**src/sv/ssidl_pkg.sv**
```systemverilog
package ssidl_pkg;

    localparam int MAX_ENTRIES_DEF = 16;
    localparam int SSID_BYTES      = 32;
    localparam int SSID_POS_W      = 5;

    localparam logic [47:0] BSSID_BCAST = 48'hFFFF_FFFF_FFFF;

    typedef enum logic [1:0] {
        OP_FRAME  = 2'd0,
        OP_READ   = 2'd1,
        OP_REMOVE = 2'd2,
        OP_CLEAR  = 2'd3
    } op_t;

    localparam logic [3:0] ST_IGNORED    = 4'd0;
    localparam logic [3:0] ST_BAD_SUB    = 4'd1;
    localparam logic [3:0] ST_NO_SSID    = 4'd2;
    localparam logic [3:0] ST_BROADCAST  = 4'd3;
    localparam logic [3:0] ST_KNOWN      = 4'd4;
    localparam logic [3:0] ST_FULL       = 4'd5;
    localparam logic [3:0] ST_STORED     = 4'd6;
    localparam logic [3:0] ST_READ_OK    = 4'd7;
    localparam logic [3:0] ST_BAD_INDEX  = 4'd8;
    localparam logic [3:0] ST_REMOVED    = 4'd9;
    localparam logic [3:0] ST_REM_BAD    = 4'd10;
    localparam logic [3:0] ST_CLEARED    = 4'd11;

    typedef enum logic [2:0] {
        PH_HEADER    = 3'd0,
        PH_TAG       = 3'd1,
        PH_SSID_LEN  = 3'd2,
        PH_SKIP_LEN  = 3'd3,
        PH_SKIP_BODY = 3'd4,
        PH_SSID_BODY = 3'd5,
        PH_FOUND     = 3'd6,
        PH_STOP      = 3'd7
    } phase_t;

    typedef enum logic [2:0] {
        B_IDLE     = 3'd0,
        B_SEARCH   = 3'd1,
        B_COPY     = 3'd2,
        B_RD_WAIT  = 3'd3,
        B_SHIFT_RD = 3'd4,
        B_SHIFT_WR = 3'd5,
        B_EMIT     = 3'd6
    } bstate_t;

    // request passed from the parser to the table engine
    typedef struct packed {
        op_t         op;
        logic        found;
        logic [3:0]  status;
        logic [47:0] bssid;
        logic [5:0]  slen;
        logic [3:0]  idx;
        logic [4:0]  pos;
    } cmd_t;

    typedef struct packed {
        logic [3:0]  status;
        logic [3:0]  idx;
        logic [47:0] bssid;
        logic [5:0]  slen;
        logic [7:0]  sbyte;
    } res_t;

    // accepted management subtypes
    function automatic logic subtype_ok(logic [7:0] fc);
        logic [3:0] st;
        st = fc[7:4];
        return (st == 4'h5) || (st == 4'h8) || (st == 4'h0) || (st == 4'h2);
    endfunction

    function automatic logic [4:0] fixed_len(logic [7:0] fc);
        logic [4:0] r;
        unique case (fc[7:4])
            4'h5, 4'h8: r = 5'd12;
            4'h0:       r = 5'd4;
            4'h2:       r = 5'd10;
            default:    r = 5'd0;
        endcase
        return r;
    endfunction

endpackage

```
**src/sv/ssidl_cmd_fifo.sv**
```systemverilog
module ssidl_cmd_fifo
(
    input  logic            clk,
    input  logic            rst_n,
    input  logic            wr,
    input  ssidl_pkg::cmd_t wdata,
    input  logic            rd,
    output ssidl_pkg::cmd_t rdata,
    output logic            empty,
    output logic            full
);
    import ssidl_pkg::*;

    cmd_t       slot [2];
    logic       wp_reg, wp_next;
    logic       rp_reg, rp_next;
    logic [1:0] cnt_reg, cnt_next;

    assign empty = (cnt_reg == 2'd0);
    assign full  = (cnt_reg == 2'd2);
    assign rdata = slot[rp_reg];

    // advance pointers
    always_comb
    begin
        wp_next  = wp_reg;
        rp_next  = rp_reg;
        cnt_next = cnt_reg;
        if (wr && !full)
        begin
            wp_next  = ~wp_reg;
            cnt_next = cnt_next + 2'd1;
        end
        if (rd && !empty)
        begin
            rp_next  = ~rp_reg;
            cnt_next = cnt_next - 2'd1;
        end
    end

    always_ff @(posedge clk or negedge rst_n)
    begin
        if (!rst_n)
        begin
            wp_reg  <= 1'b0;
            rp_reg  <= 1'b0;
            cnt_reg <= 2'd0;
        end
        else
        begin
            wp_reg  <= wp_next;
            rp_reg  <= rp_next;
            cnt_reg <= cnt_next;
        end
    end

    always_ff @(posedge clk)
    begin
        if (wr && !full)
            slot[wp_reg] <= wdata;
    end

endmodule

```
**config.mk**
```make
export PLATFORM = sky130hd
export DESIGN_NAME = ssidl_cmd_fifo
export DESIGN_NICKNAME = d
export VERILOG_FILES = /design/src/sv/ssidl_pkg.sv /design/src/sv/ssidl_cmd_fifo.sv
export SDC_FILE = /design/constraint.sdc
export NUM_CORES = 1
export LEC_CHECK = 0
export BUFFER_PORTS_ARGS = -buffer_cell sky130_fd_sc_hd__buf_2
export CORE_UTILIZATION = 52
export DETAILED_ROUTE_END_ITERATION = 16
export PLACE_DENSITY_LB_ADDON = 0.2
export SKIP_LAST_GASP = 1
export SLEW_MARGIN = 25
export SYNTH_ARGS = -nofsm -noshare
export SYNTH_HDL_FRONTEND = slang
export SYNTH_SLANG_ARGS = --single-unit
```
**constraint.sdc**
```tcl
create_clock -name clk -period 5.45 [get_ports clk]
set_input_delay 0.545 -clock clk [delete_from_list [all_inputs] [get_ports clk]]
set_output_delay 0.545 -clock clk [all_outputs]
set_load 0.005 [all_outputs]
```
==> run metrics <==
status finished clean; clk root buf clkbuf_8; number of global-route vias before repair ~2800; Int Power around 2.9 mW; Switch Pwr a little under 1 mW; CP Max Fanout 39; TritonCTS Buffers 17; # fillers about 750; nets@finish roughly 480; Synth top area share 74.5%; Final min period roughly 3100 ps; Pleak roughly 2.9 nW; post-route setup TNS 0 ps; Post-route DRC 0; Mean Syn Cell Area 23.5 µm²; Vias between 2000 and 3000; Pwr Density between 500 and 600 mW/mm²; drt pass-1 iters 4; Ys Warns 0; Yosys reg bits about 140; clock slew at reported path FFs approximately 60 ps; Setup-failing EPs final 0; Seq pwr share between 40 and 50%; gr usage total ~17%; Sw Ratio approximately a quarter; critical setup path kind reg2out; r2r setup slk approximately 2900 ps; Yosys top cell by area edfxtp_1; GP Congestion between 0.7 and 0.8; final worst slack about 2300 ps; leading cell type in the layout, fill and taps excluded buf_2; clk_lat worst skew a little over 500 ps; commonest cells after routing, fill and taps aside 145 x buf_2, 140 x edfxtp_1, 69 x mux2_4; Mapped Cells between 200 and 250; max_cap viols 0; sequential area share after synthesis between 70% and 80%; syn_nets roughly 320; IO Count around 150; CTS H-tree lvls 4; P&R area growth vs syn 24.6%; Slew Limit Fails 0; slew margin rel. roughly 36%; antenna viol nets, final 0; Clock Path Buffers 2; synth unique cells 17; ant diodes 0; global route overflow 0; final setup skew 7.87 ps; pre-CTS setup slack roughly 2400 ps; number of flip-flops in the largest register 140; period utilization between 50 and 60%; Tightest Pin Transition between 900 and 1000 ps; CP endpoint kind output port; detailed-route wire length per cell approximately 16 µm; site row count 37; drt initial violations 145; Routed WL about 9 mm; RSZ-0062 raised after global routing no; Clk pwr share between 20% and 30%; Cell Area, Synth 0.00564 mm²; CTS tree yes; largest net degree at the start of global routing between 70 and 80; CP arrival between 2000 and 3000 ps; core area about 0.010 mm²; Die Height 106 µm; first-pass GRT wire length ~14 mm; Hold Fails Final Rpt 0; die width 106 µm; WP data required 4910 ps; initial antenna violation count 0; VDD IR max 0.000390 V; vias per cell ~4.9; Gate power share approximately 28%; share of cells above drive strength 1 60.3%; # clock sinks 144; Initial Utilization about 54%; fmax approximately 320 MHz; CP Launch Type flop; port bufs around 150; Synth area leaders edfxtp_1 74%, mux2_4 18%, buf_12 2.5%; Hold Crit Class in2reg; Die ar. about 0.011 mm²; hpwl dp 5.65 mm
## cell families after synthesis
family	share of synthesized area, %
xor+xnor	0.931
flops	76.3
simple gates	0.732
buf+inv	2.90
mux	18.7
fa+ha+maj	0.443
## stage by stage
step                utilization, %  std cells  hold slack (ps)  instance area [µm²]  power [mW]
CTS                           67.3        546              193                 7010        3.90
detailed placement            61.6        514              361                 6410        2.76
floorplan                        -        240              249                 5640        2.48
global placement              61.6        514              355                 6410        2.73
finish                        67.5        547              220                 7030        3.86
global route                  67.5        547              194                 7030        4.04
## worst paths after layout
check	startpoint	endpoint	cells past startpoint
min in group asynchronous	rst_n	cnt_reg[1]$_DFF_PN0_	2
max in group asynchronous	rst_n	rp_reg$_DFFE_PN0P_	2
setup / recovery	rp_reg$_DFFE_PN0P_	rdata[58]	3
hold / removal	wdata[60]	slot[0][60]$_DFFE_PP_	1
hold reg to reg	cnt_reg[0]$_DFF_PN0_	cnt_reg[0]$_DFF_PN0_	1
setup reg to reg	cnt_reg[0]$_DFF_PN0_	slot[0][53]$_DFFE_PP_	6
## power groups by stage
stage | Clock (mW) | Combinational (mW) | Sequential, mW
CTS | 1.16 | 1.09 | 1.66
finish | 1.13 | 1.07 | 1.65
floorplan | 0 | 0.869 | 1.61
detailed placement | 0 | 1.08 | 1.68
global placement | 0 | 1.06 | 1.66
global route | 1.20 | 1.16 | 1.68
## layout make-up
type	count	area (µm²)	share of cell area (%)
sequential	144	4310	61.3
multi-input combinational	85	1190	16.9
timing repair buffer	149	771	11.0
clock buffer	18	418	5.94
clock inverter	13	170	2.42
tap	136	170	2.42
inverter	2	7.51	0.107
## metal layers
metal,track usage (%),routed length (µm)
met4,10.7,214
met5,0,0
met2,27.6,4620
met3,5.70,594
met1,19.1,3570
## synth_stat cells
master / number
buf_2: 1
and2b_1: 1
nand3b_1: 1
mux2_4: 69
mux2i_1: 1
edfxtp_1: 140
nor3b_1: 1
mux2_2: 1
xnor2_1: 3
buf_6: 1
dfrtp_1: 4
ha_1: 2
inv_1: 2
xor2_1: 3
buf_12: 7
nor2b_1: 2
and2_1: 1
## worst max-delay path: stages (launching register included)
cell,delay (ps)
dfrtp_4,830
buf_4,690
mux2_2,400
buf_2,120
## timing repair
action | in CTS | in global routing
gates resized for setup | 0 | 0
endpoints found under the hold margin | 4 | 0
buffers inserted | 0 | 0
hold buffers | 1 | 0
Note: power is estimated with default switching activity, not from simulation.
