--- src/sv/ssidl_pkg.sv ---
package ssidl_pkg;

    localparam int MAX_ENTRIES_DEF = 16;
    localparam int SSID_BYTES      = 32;
    localparam int SSID_POS_W      = 5;

    localparam logic [47:0] BSSID_BCAST = 48'hFFFF_FFFF_FFFF;

    typedef enum logic [1:0] {
        OP_FRAME  = 2'd0,
        OP_READ   = 2'd1,
        OP_REMOVE = 2'd2,
        OP_CLEAR  = 2'd3
    } op_t;

    localparam logic [3:0] ST_IGNORED    = 4'd0;
    localparam logic [3:0] ST_BAD_SUB    = 4'd1;
    localparam logic [3:0] ST_NO_SSID    = 4'd2;
    localparam logic [3:0] ST_BROADCAST  = 4'd3;
    localparam logic [3:0] ST_KNOWN      = 4'd4;
    localparam logic [3:0] ST_FULL       = 4'd5;
    localparam logic [3:0] ST_STORED     = 4'd6;
    localparam logic [3:0] ST_READ_OK    = 4'd7;
    localparam logic [3:0] ST_BAD_INDEX  = 4'd8;
    localparam logic [3:0] ST_REMOVED    = 4'd9;
    localparam logic [3:0] ST_REM_BAD    = 4'd10;
    localparam logic [3:0] ST_CLEARED    = 4'd11;

    typedef enum logic [2:0] {
        PH_HEADER    = 3'd0,
        PH_TAG       = 3'd1,
        PH_SSID_LEN  = 3'd2,
        PH_SKIP_LEN  = 3'd3,
        PH_SKIP_BODY = 3'd4,
        PH_SSID_BODY = 3'd5,
        PH_FOUND     = 3'd6,
        PH_STOP      = 3'd7
    } phase_t;

    typedef enum logic [2:0] {
        B_IDLE     = 3'd0,
        B_SEARCH   = 3'd1,
        B_COPY     = 3'd2,
        B_RD_WAIT  = 3'd3,
        B_SHIFT_RD = 3'd4,
        B_SHIFT_WR = 3'd5,
        B_EMIT     = 3'd6
    } bstate_t;

    // request passed from the parser to the table engine
    typedef struct packed {
        op_t         op;
        logic        found;
        logic [3:0]  status;
        logic [47:0] bssid;
        logic [5:0]  slen;
        logic [3:0]  idx;
        logic [4:0]  pos;
    } cmd_t;

    typedef struct packed {
        logic [3:0]  status;
        logic [3:0]  idx;
        logic [47:0] bssid;
        logic [5:0]  slen;
        logic [7:0]  sbyte;
    } res_t;

    // accepted management subtypes
    function automatic logic subtype_ok(logic [7:0] fc);
        logic [3:0] st;
        st = fc[7:4];
        return (st == 4'h5) || (st == 4'h8) || (st == 4'h0) || (st == 4'h2);
    endfunction

    function automatic logic [4:0] fixed_len(logic [7:0] fc);
        logic [4:0] r;
        unique case (fc[7:4])
            4'h5, 4'h8: r = 5'd12;
            4'h0:       r = 5'd4;
            4'h2:       r = 5'd10;
            default:    r = 5'd0;
        endcase
        return r;
    endfunction

endpackage

--- src/sv/ssidl_front.sv ---
module ssidl_front
(
    input  logic                  clk,
    input  logic                  rst_n,
    input  logic                  accept,
    input  ssidl_pkg::op_t        op,
    input  logic [7:0]            data_byte,
    input  logic                  frame_last,
    input  logic [3:0]            entry_index,
    input  logic [4:0]            ssid_position,
    output logic                  cmd_push,
    output ssidl_pkg::cmd_t       cmd,
    input  logic [4:0]            cap_idx,
    output logic [7:0]            cap_byte
);
    import ssidl_pkg::*;

    logic [11:0] bpos_reg, bpos_next;
    logic [7:0]  fc_reg, fc_next;
    logic [47:0] bssid_reg, bssid_next;
    phase_t      phase_reg, phase_next;
    logic [7:0]  ebl_reg, ebl_next;
    logic [5:0]  slen_reg, slen_next;
    logic [7:0]  cap_mem [SSID_BYTES];

    logic        cap_we;
    logic [4:0]  cap_wi;
    logic        first;
    phase_t      ph;
    logic [12:0] hdr_end;
    logic        ok;
    logic [5:0]  k;
    logic [7:0]  ebl_b;
    logic [5:0]  slen_b;
    logic        is_frame;

    // phase as it stands after this byte, before the frame-end reset
    function automatic phase_t phase_reg_after();
        phase_t r;
        r = ph;
        unique case (ph)
            PH_HEADER:    r = ({1'b0, bpos_reg} + 13'd1 >= hdr_end) ?
                              (ok ? PH_TAG : PH_STOP) : PH_HEADER;
            PH_SSID_BODY: r = (k == 6'd0 && data_byte == 8'd0) ? PH_STOP :
                              ((ebl_b - 8'd1) == 8'd0 ? PH_FOUND : PH_SSID_BODY);
            PH_TAG:       r = (data_byte == 8'd0) ? PH_SSID_LEN : PH_SKIP_LEN;
            PH_SKIP_LEN:  r = (data_byte == 8'd0) ? PH_TAG : PH_SKIP_BODY;
            PH_SKIP_BODY: r = ((ebl_b - 8'd1) == 8'd0) ? PH_TAG : PH_SKIP_BODY;
            PH_SSID_LEN:  r = (data_byte == 8'd0 || data_byte > 8'd32) ?
                              PH_STOP : PH_SSID_BODY;
            default:      r = ph;
        endcase
        return r;
    endfunction

    function automatic logic [12:0] bpos_after();
        return (bpos_reg < 12'd4095) ? {1'b0, bpos_reg} + 13'd1 : {1'b0, bpos_reg};
    endfunction

    assign is_frame = accept && (op == OP_FRAME);

    // parse one frame byte
    always_comb
    begin
        bpos_next  = bpos_reg;
        fc_next    = fc_reg;
        bssid_next = bssid_reg;
        phase_next = phase_reg;
        ebl_next   = ebl_reg;
        slen_next  = slen_reg;
        cap_we     = 1'b0;
        cap_wi     = 5'd0;
        first      = (bpos_reg == 12'd0);
        ph         = first ? PH_HEADER : phase_reg;
        ebl_b      = first ? 8'd0 : ebl_reg;
        slen_b     = first ? 6'd0 : slen_reg;
        ok         = 1'b0;
        hdr_end    = 13'd24;
        k          = slen_b - ebl_b[5:0];
        if (is_frame)
        begin
            if (first)
            begin
                fc_next    = data_byte;
                bssid_next = 48'd0;
            end
            if (bpos_reg >= 12'd16 && bpos_reg <= 12'd21)
                bssid_next = {bssid_next[39:0], data_byte};
            ebl_next  = ebl_b;
            slen_next = slen_b;
            phase_next = ph;
            ok = (fc_next[3:2] == 2'b00) && subtype_ok(fc_next);
            hdr_end = ok ? (13'd24 + {8'd0, fixed_len(fc_next)}) : 13'd24;
            unique case (ph)
                PH_HEADER:
                begin
                    if ({1'b0, bpos_reg} + 13'd1 >= hdr_end)
                        phase_next = ok ? PH_TAG : PH_STOP;
                end
                PH_TAG:
                    phase_next = (data_byte == 8'd0) ? PH_SSID_LEN : PH_SKIP_LEN;
                PH_SKIP_LEN:
                begin
                    ebl_next   = data_byte;
                    phase_next = (data_byte == 8'd0) ? PH_TAG : PH_SKIP_BODY;
                end
                PH_SKIP_BODY:
                begin
                    ebl_next = ebl_b - 8'd1;
                    if (ebl_next == 8'd0)
                        phase_next = PH_TAG;
                end
                PH_SSID_LEN:
                begin
                    if (data_byte == 8'd0 || data_byte > 8'd32)
                        phase_next = PH_STOP;
                    else
                    begin
                        slen_next  = data_byte[5:0];
                        ebl_next   = data_byte;
                        phase_next = PH_SSID_BODY;
                    end
                end
                PH_SSID_BODY:
                begin
                    if (k == 6'd0 && data_byte == 8'd0)
                        phase_next = PH_STOP;
                    else
                    begin
                        cap_we   = 1'b1;
                        cap_wi   = k[4:0];
                        ebl_next = ebl_b - 8'd1;
                        if (ebl_next == 8'd0)
                            phase_next = PH_FOUND;
                    end
                end
                default: ;
            endcase
            bpos_next = (bpos_reg < 12'd4095) ? bpos_reg + 12'd1 : bpos_reg;
            if (frame_last)
            begin
                bpos_next  = 12'd0;
                phase_next = PH_HEADER;
                ebl_next   = 8'd0;
            end
        end
    end

    // build the request for the table engine
    always_comb
    begin
        cmd_push    = accept && ((op != OP_FRAME) || frame_last);
        cmd.op      = op;
        cmd.idx     = entry_index;
        cmd.pos     = ssid_position;
        cmd.bssid   = bssid_next;
        cmd.slen    = slen_next;
        cmd.found   = 1'b0;
        cmd.status  = ST_NO_SSID;
        if (op == OP_FRAME)
        begin
            cmd.found = (phase_reg_after() == PH_FOUND);
            if (bpos_after() < 13'd24 || fc_next[3:2] != 2'b00)
                cmd.status = ST_IGNORED;
            else if (!subtype_ok(fc_next))
                cmd.status = ST_BAD_SUB;
            else
                cmd.status = ST_NO_SSID;
        end
    end

    always_ff @(posedge clk or negedge rst_n)
    begin
        if (!rst_n)
        begin
            bpos_reg  <= 12'd0;
            fc_reg    <= 8'd0;
            bssid_reg <= 48'd0;
            phase_reg <= PH_HEADER;
            ebl_reg   <= 8'd0;
            slen_reg  <= 6'd0;
        end
        else
        begin
            bpos_reg  <= bpos_next;
            fc_reg    <= fc_next;
            bssid_reg <= bssid_next;
            phase_reg <= phase_next;
            ebl_reg   <= ebl_next;
            slen_reg  <= slen_next;
        end
    end

    // hold captured SSID bytes
    always_ff @(posedge clk)
    begin
        if (cap_we)
            cap_mem[cap_wi] <= data_byte;
    end

    assign cap_byte = cap_mem[cap_idx];

endmodule

--- config.mk ---
export PLATFORM = sky130hd
export DESIGN_NAME = ssidl_front
export DESIGN_NICKNAME = d
export VERILOG_FILES = /design/src/sv/ssidl_pkg.sv /design/src/sv/ssidl_front.sv
export SDC_FILE = /design/constraint.sdc
export NUM_CORES = 1
export LEC_CHECK = 0
export BUFFER_PORTS_ARGS = -buffer_cell sky130_fd_sc_hd__clkbuf_2
export CAP_MARGIN = 10
export CORE_UTILIZATION = 65
export CTS_CLUSTER_SIZE = 16
export DETAILED_ROUTE_END_ITERATION = 8
export PLACE_DENSITY = 0.92
export SKIP_CTS_REPAIR_TIMING = 1
export SLEW_MARGIN = 15
export SYNTH_ARGS = -nofsm -noshare
export SYNTH_HDL_FRONTEND = slang
export SYNTH_SLANG_ARGS = --single-unit
export TNS_END_PERCENT = 30
--- constraint.sdc ---
create_clock -name clk -period 11 [get_ports clk]
set_clock_uncertainty 0.05 [all_clocks]
set_input_delay 1.65 -clock clk [delete_from_list [all_inputs] [get_ports clk]]
set_output_delay 1.65 -clock clk [all_outputs]
set_load 0.01 [all_outputs]
==> results.sh <==
export IMPL_outcome="complete, no violations"
export IMPL_core_um2=21900
export IMPL_critPathKind="flip-flop to output port"
export IMPL_gp_congestion=0.902
export IMPL_tritoncts="done"
export IMPL_hold_class="flip-flop to flip-flop"
export IMPL_numCtsBuffers=34
export IMPL_max_stage_delay_ns=0.51
export IMPL_synthFlopType="edfxtp_1"
export IMPL_cp_start_kind="flip-flop"
export IMPL_drc_errors=0
export IMPL_start_util_pct=66.7
export IMPL_path_max_fanout=30
export IMPL_grt_pass1_vias=8619
export IMPL_final_cells=1282
export IMPL_synth_area_um2=14600
export IMPL_boundaryPins=107
export IMPL_worstSkewPairLatency_ns=0.51
export IMPL_peakVddDrop_mv=0.117
export IMPL_cp_cell_sequence="inv_1 > ha_1 > or3b_2 > or3_4 > nand2_1 > ha_1 > inv_1 > fa_1 > a21o_1 > a21oi_1 > xnor2_1 > nor2_1 > a31oi_1 > a221o_1 > a32o_1 > clkbuf_2"
export IMPL_overflow=0
export IMPL_dpl_cell_count=1221
export IMPL_p_clk_share_pct=43.0
export IMPL_p_switching_mw=0.634
export IMPL_reg2reg_to="cap_mem[0][5]$_DFFE_PP_"
export IMPL_setup_violations=0
export IMPL_crit_path_top_delay_cell="or3_4"
export IMPL_clockBufferDepth=3
export IMPL_die_h_um=152
export IMPL_die_area_um2=23100
export IMPL_antenna_left=0
export IMPL_layout_setup_ws_ns=4.35
export IMPL_dpl_instance_area_um2=15200
export IMPL_endpoint_kind="output port"
export IMPL_hpwlAfterDp_um=21300
export IMPL_switching_share_pct=22.3
export IMPL_rr_startpoint="bpos_reg[0]$_DFFE_PN0P_"
export IMPL_p_int_mw=2.21
export IMPL_power_mw=2.85
export IMPL_area_growth_pct=12.4
export IMPL_power_frac_seq_pct=49.2
export IMPL_worst_hold_slack_ns=0.460
export IMPL_largest_reg_flops=256
export IMPL_die_x_um=152
export IMPL_grt_max_degree=84
export IMPL_port_buffers=86
export IMPL_drtPass1Iterations=7
export IMPL_yosysSeqAreaShare_pct=66.9
export IMPL_relSlewSlack_pct=31.5
export IMPL_required_ns=9.30
export IMPL_async_flop_share_pct=24.5
export IMPL_finalCritPeriodShare_pct=60.4
export IMPL_drt_iter0_markers=979
export IMPL_cts_clk_slew_worst_paths_ns=0.06
export IMPL_avgSynthCellArea_um2=16.3
export IMPL_hold_end="bssid_reg[41]$_DFF_PN0_"
export IMPL_synth_cell_types=62
export IMPL_rsz0062_at_grt="false"
export IMPL_ys_seq_elements=339
export IMPL_hold_viol=0
export IMPL_cts_root_buf="clkbuf_16"
export IMPL_dp_slack_ns=4.88
export IMPL_power_density_nw_per_um2=173
export IMPL_p_leak_nw=6.03
export IMPL_nNetsFinal=1021
export IMPL_n_antenna_cell=0
export IMPL_vias=8847
export IMPL_fmax_mhz=150
export IMPL_via_per_inst=6.90
export IMPL_regToRegSetupSlack_ns=5.89
export IMPL_ff2ff_path_depth=15
export IMPL_holdPathStages=1
export IMPL_period_minus_slack_ns=6.65
export IMPL_maxCapViolCount=0
export IMPL_pwr_share_comb_pct=7.8
export IMPL_netlist_instances=898
export IMPL_final_cell_mix="edfxtp_1, clkbuf_2, dfrtp_1"
export IMPL_h_tree_depth=2
export IMPL_wl_per_cell_um=27.7
export IMPL_cts_sinks=339
export IMPL_drt_wl_total_um=35500
export IMPL_tns_ns=0
export IMPL_synth_edf_count=256
export IMPL_rows=54
export IMPL_yosys_warnings=0
export IMPL_post_route_util_pct=74.9
export IMPL_drv_slew=0
export IMPL_drive_gt1_share_pct=26.2
export IMPL_worstMarginPinSlew_ns=1.03
export IMPL_grt_pass1_wl_um=54200
export IMPL_finalInstanceArea_um2=16400
export IMPL_track_usage_pct=31.5
export IMPL_crit_arrival_ns=4.95
export IMPL_antenna_found_initial=0
export IMPL_mostFrequentLayoutCell="edfxtp_1"
export IMPL_hold_path_startpoint="bssid_reg[41]$_DFF_PN0_"
worst max-delay path by stage:
stage                       startpoint          end  slack [ns]
3_3_place_gp                cap_idx[0]  cap_byte[3]        4.97
4_1_cts        bpos_reg[0]$_DFFE_PN0P_      cmd[67]        4.39
5_1_grt        bpos_reg[0]$_DFFE_PN0P_      cmd[67]        4.08
2_1_floorplan  bpos_reg[0]$_DFFE_PN0P_      cmd[67]        5.14
6_report       bpos_reg[0]$_DFFE_PN0P_      cmd[67]        4.35
3_5_place_dp                cap_idx[0]  cap_byte[5]        4.88
power by group through the flow:
stage | clock (mW) | sequential, mW | combinational (mW)
CTS | 1.23 | 1.40 | 0.219
detailed placement | 0 | 1.43 | 0.213
global placement | 0 | 1.43 | 0.202
finish | 1.22 | 1.40 | 0.221
global route | 1.27 | 1.40 | 0.238
floorplan | 0 | 1.42 | 0.149
cells by family (layout without fill, tap and decap cells):
logic type / count (synthesis) / in the layout / share of synthesized area [%]
adder cells (fa/ha/maj): 16 / 16 / 1.42
other: 1 / 2 / 0.0257
XOR/XNOR: 16 / 16 / 0.960
flip-flops: 339 / 339 / 66.9
buffers and inverters: 77 / 180 / 2.37
AND/OR/NAND/NOR: 200 / 200 / 6.76
AO/OA/AOI/OAI: 146 / 146 / 7.46
multiplexers: 103 / 103 / 14.1
routing by layer:
metal,track usage [%],vias to the layer above,routed length [µm]
met5,0,-,0
met4,10.2,0,1220
met3,4.99,93,2990
met2,51.7,586,17900
met1,44.0,4459,13400
li1,-,3709,-
cell usage after synthesis, types with 3 or more instances:
cell type | instances | area share, %
nand2_1 | 44 | 1.1
clkbuf_1 | 31 | 0.80
or3_1 | 7 | 0.30
a22o_1 | 56 | 3.4
xnor2_1 | 9 | 0.54
mux2_2 | 15 | 1.2
nand3_1 | 16 | 0.55
nor3_1 | 11 | 0.38
a21oi_1 | 13 | 0.45
mux2i_1 | 7 | 0.48
nor2_1 | 65 | 1.7
nand4_1 | 8 | 0.34
buf_1 | 13 | 0.33
o21ai_0 | 26 | 0.89
a32oi_1 | 3 | 0.18
or2_2 | 4 | 0.17
nand3b_1 | 3 | 0.15
a31oi_1 | 10 | 0.43
edfxtp_1 | 256 | 53
inv_1 | 18 | 0.46
buf_4 | 13 | 0.67
nand2b_1 | 3 | 0.13
o221ai_1 | 6 | 0.36
nor4_1 | 3 | 0.13
and3_1 | 9 | 0.39
a21o_1 | 4 | 0.21
mux4_2 | 80 | 12
o31ai_1 | 4 | 0.21
and2_1 | 8 | 0.34
ha_1 | 15 | 1.3
dfrtp_1 | 83 | 14
nor3b_1 | 3 | 0.15
nor2b_1 | 6 | 0.26
xor2_1 | 7 | 0.42
o21a_1 | 4 | 0.21
critical path: cells and delay by family, from the launching register on:
family | cells | cell delay [ns]
compound gates | 5 | 1.23
xor+xnor | 1 | 0.27
fa+ha+maj | 3 | 0.73
buf+inv | 3 | 0.27
flops | 1 | 0.45
simple gates | 4 | 1.47
final cells by class:
type,instances,area (µm²)
clock inverters,15,221
repair buffers,101,548
inverters,18,67.6
fillers,1233,5490
well taps,280,350
multi-input cells,483,4490
clock buffers,46,958
flip-flops and latches,339,9760
Power figures use the tool's default switching activity.
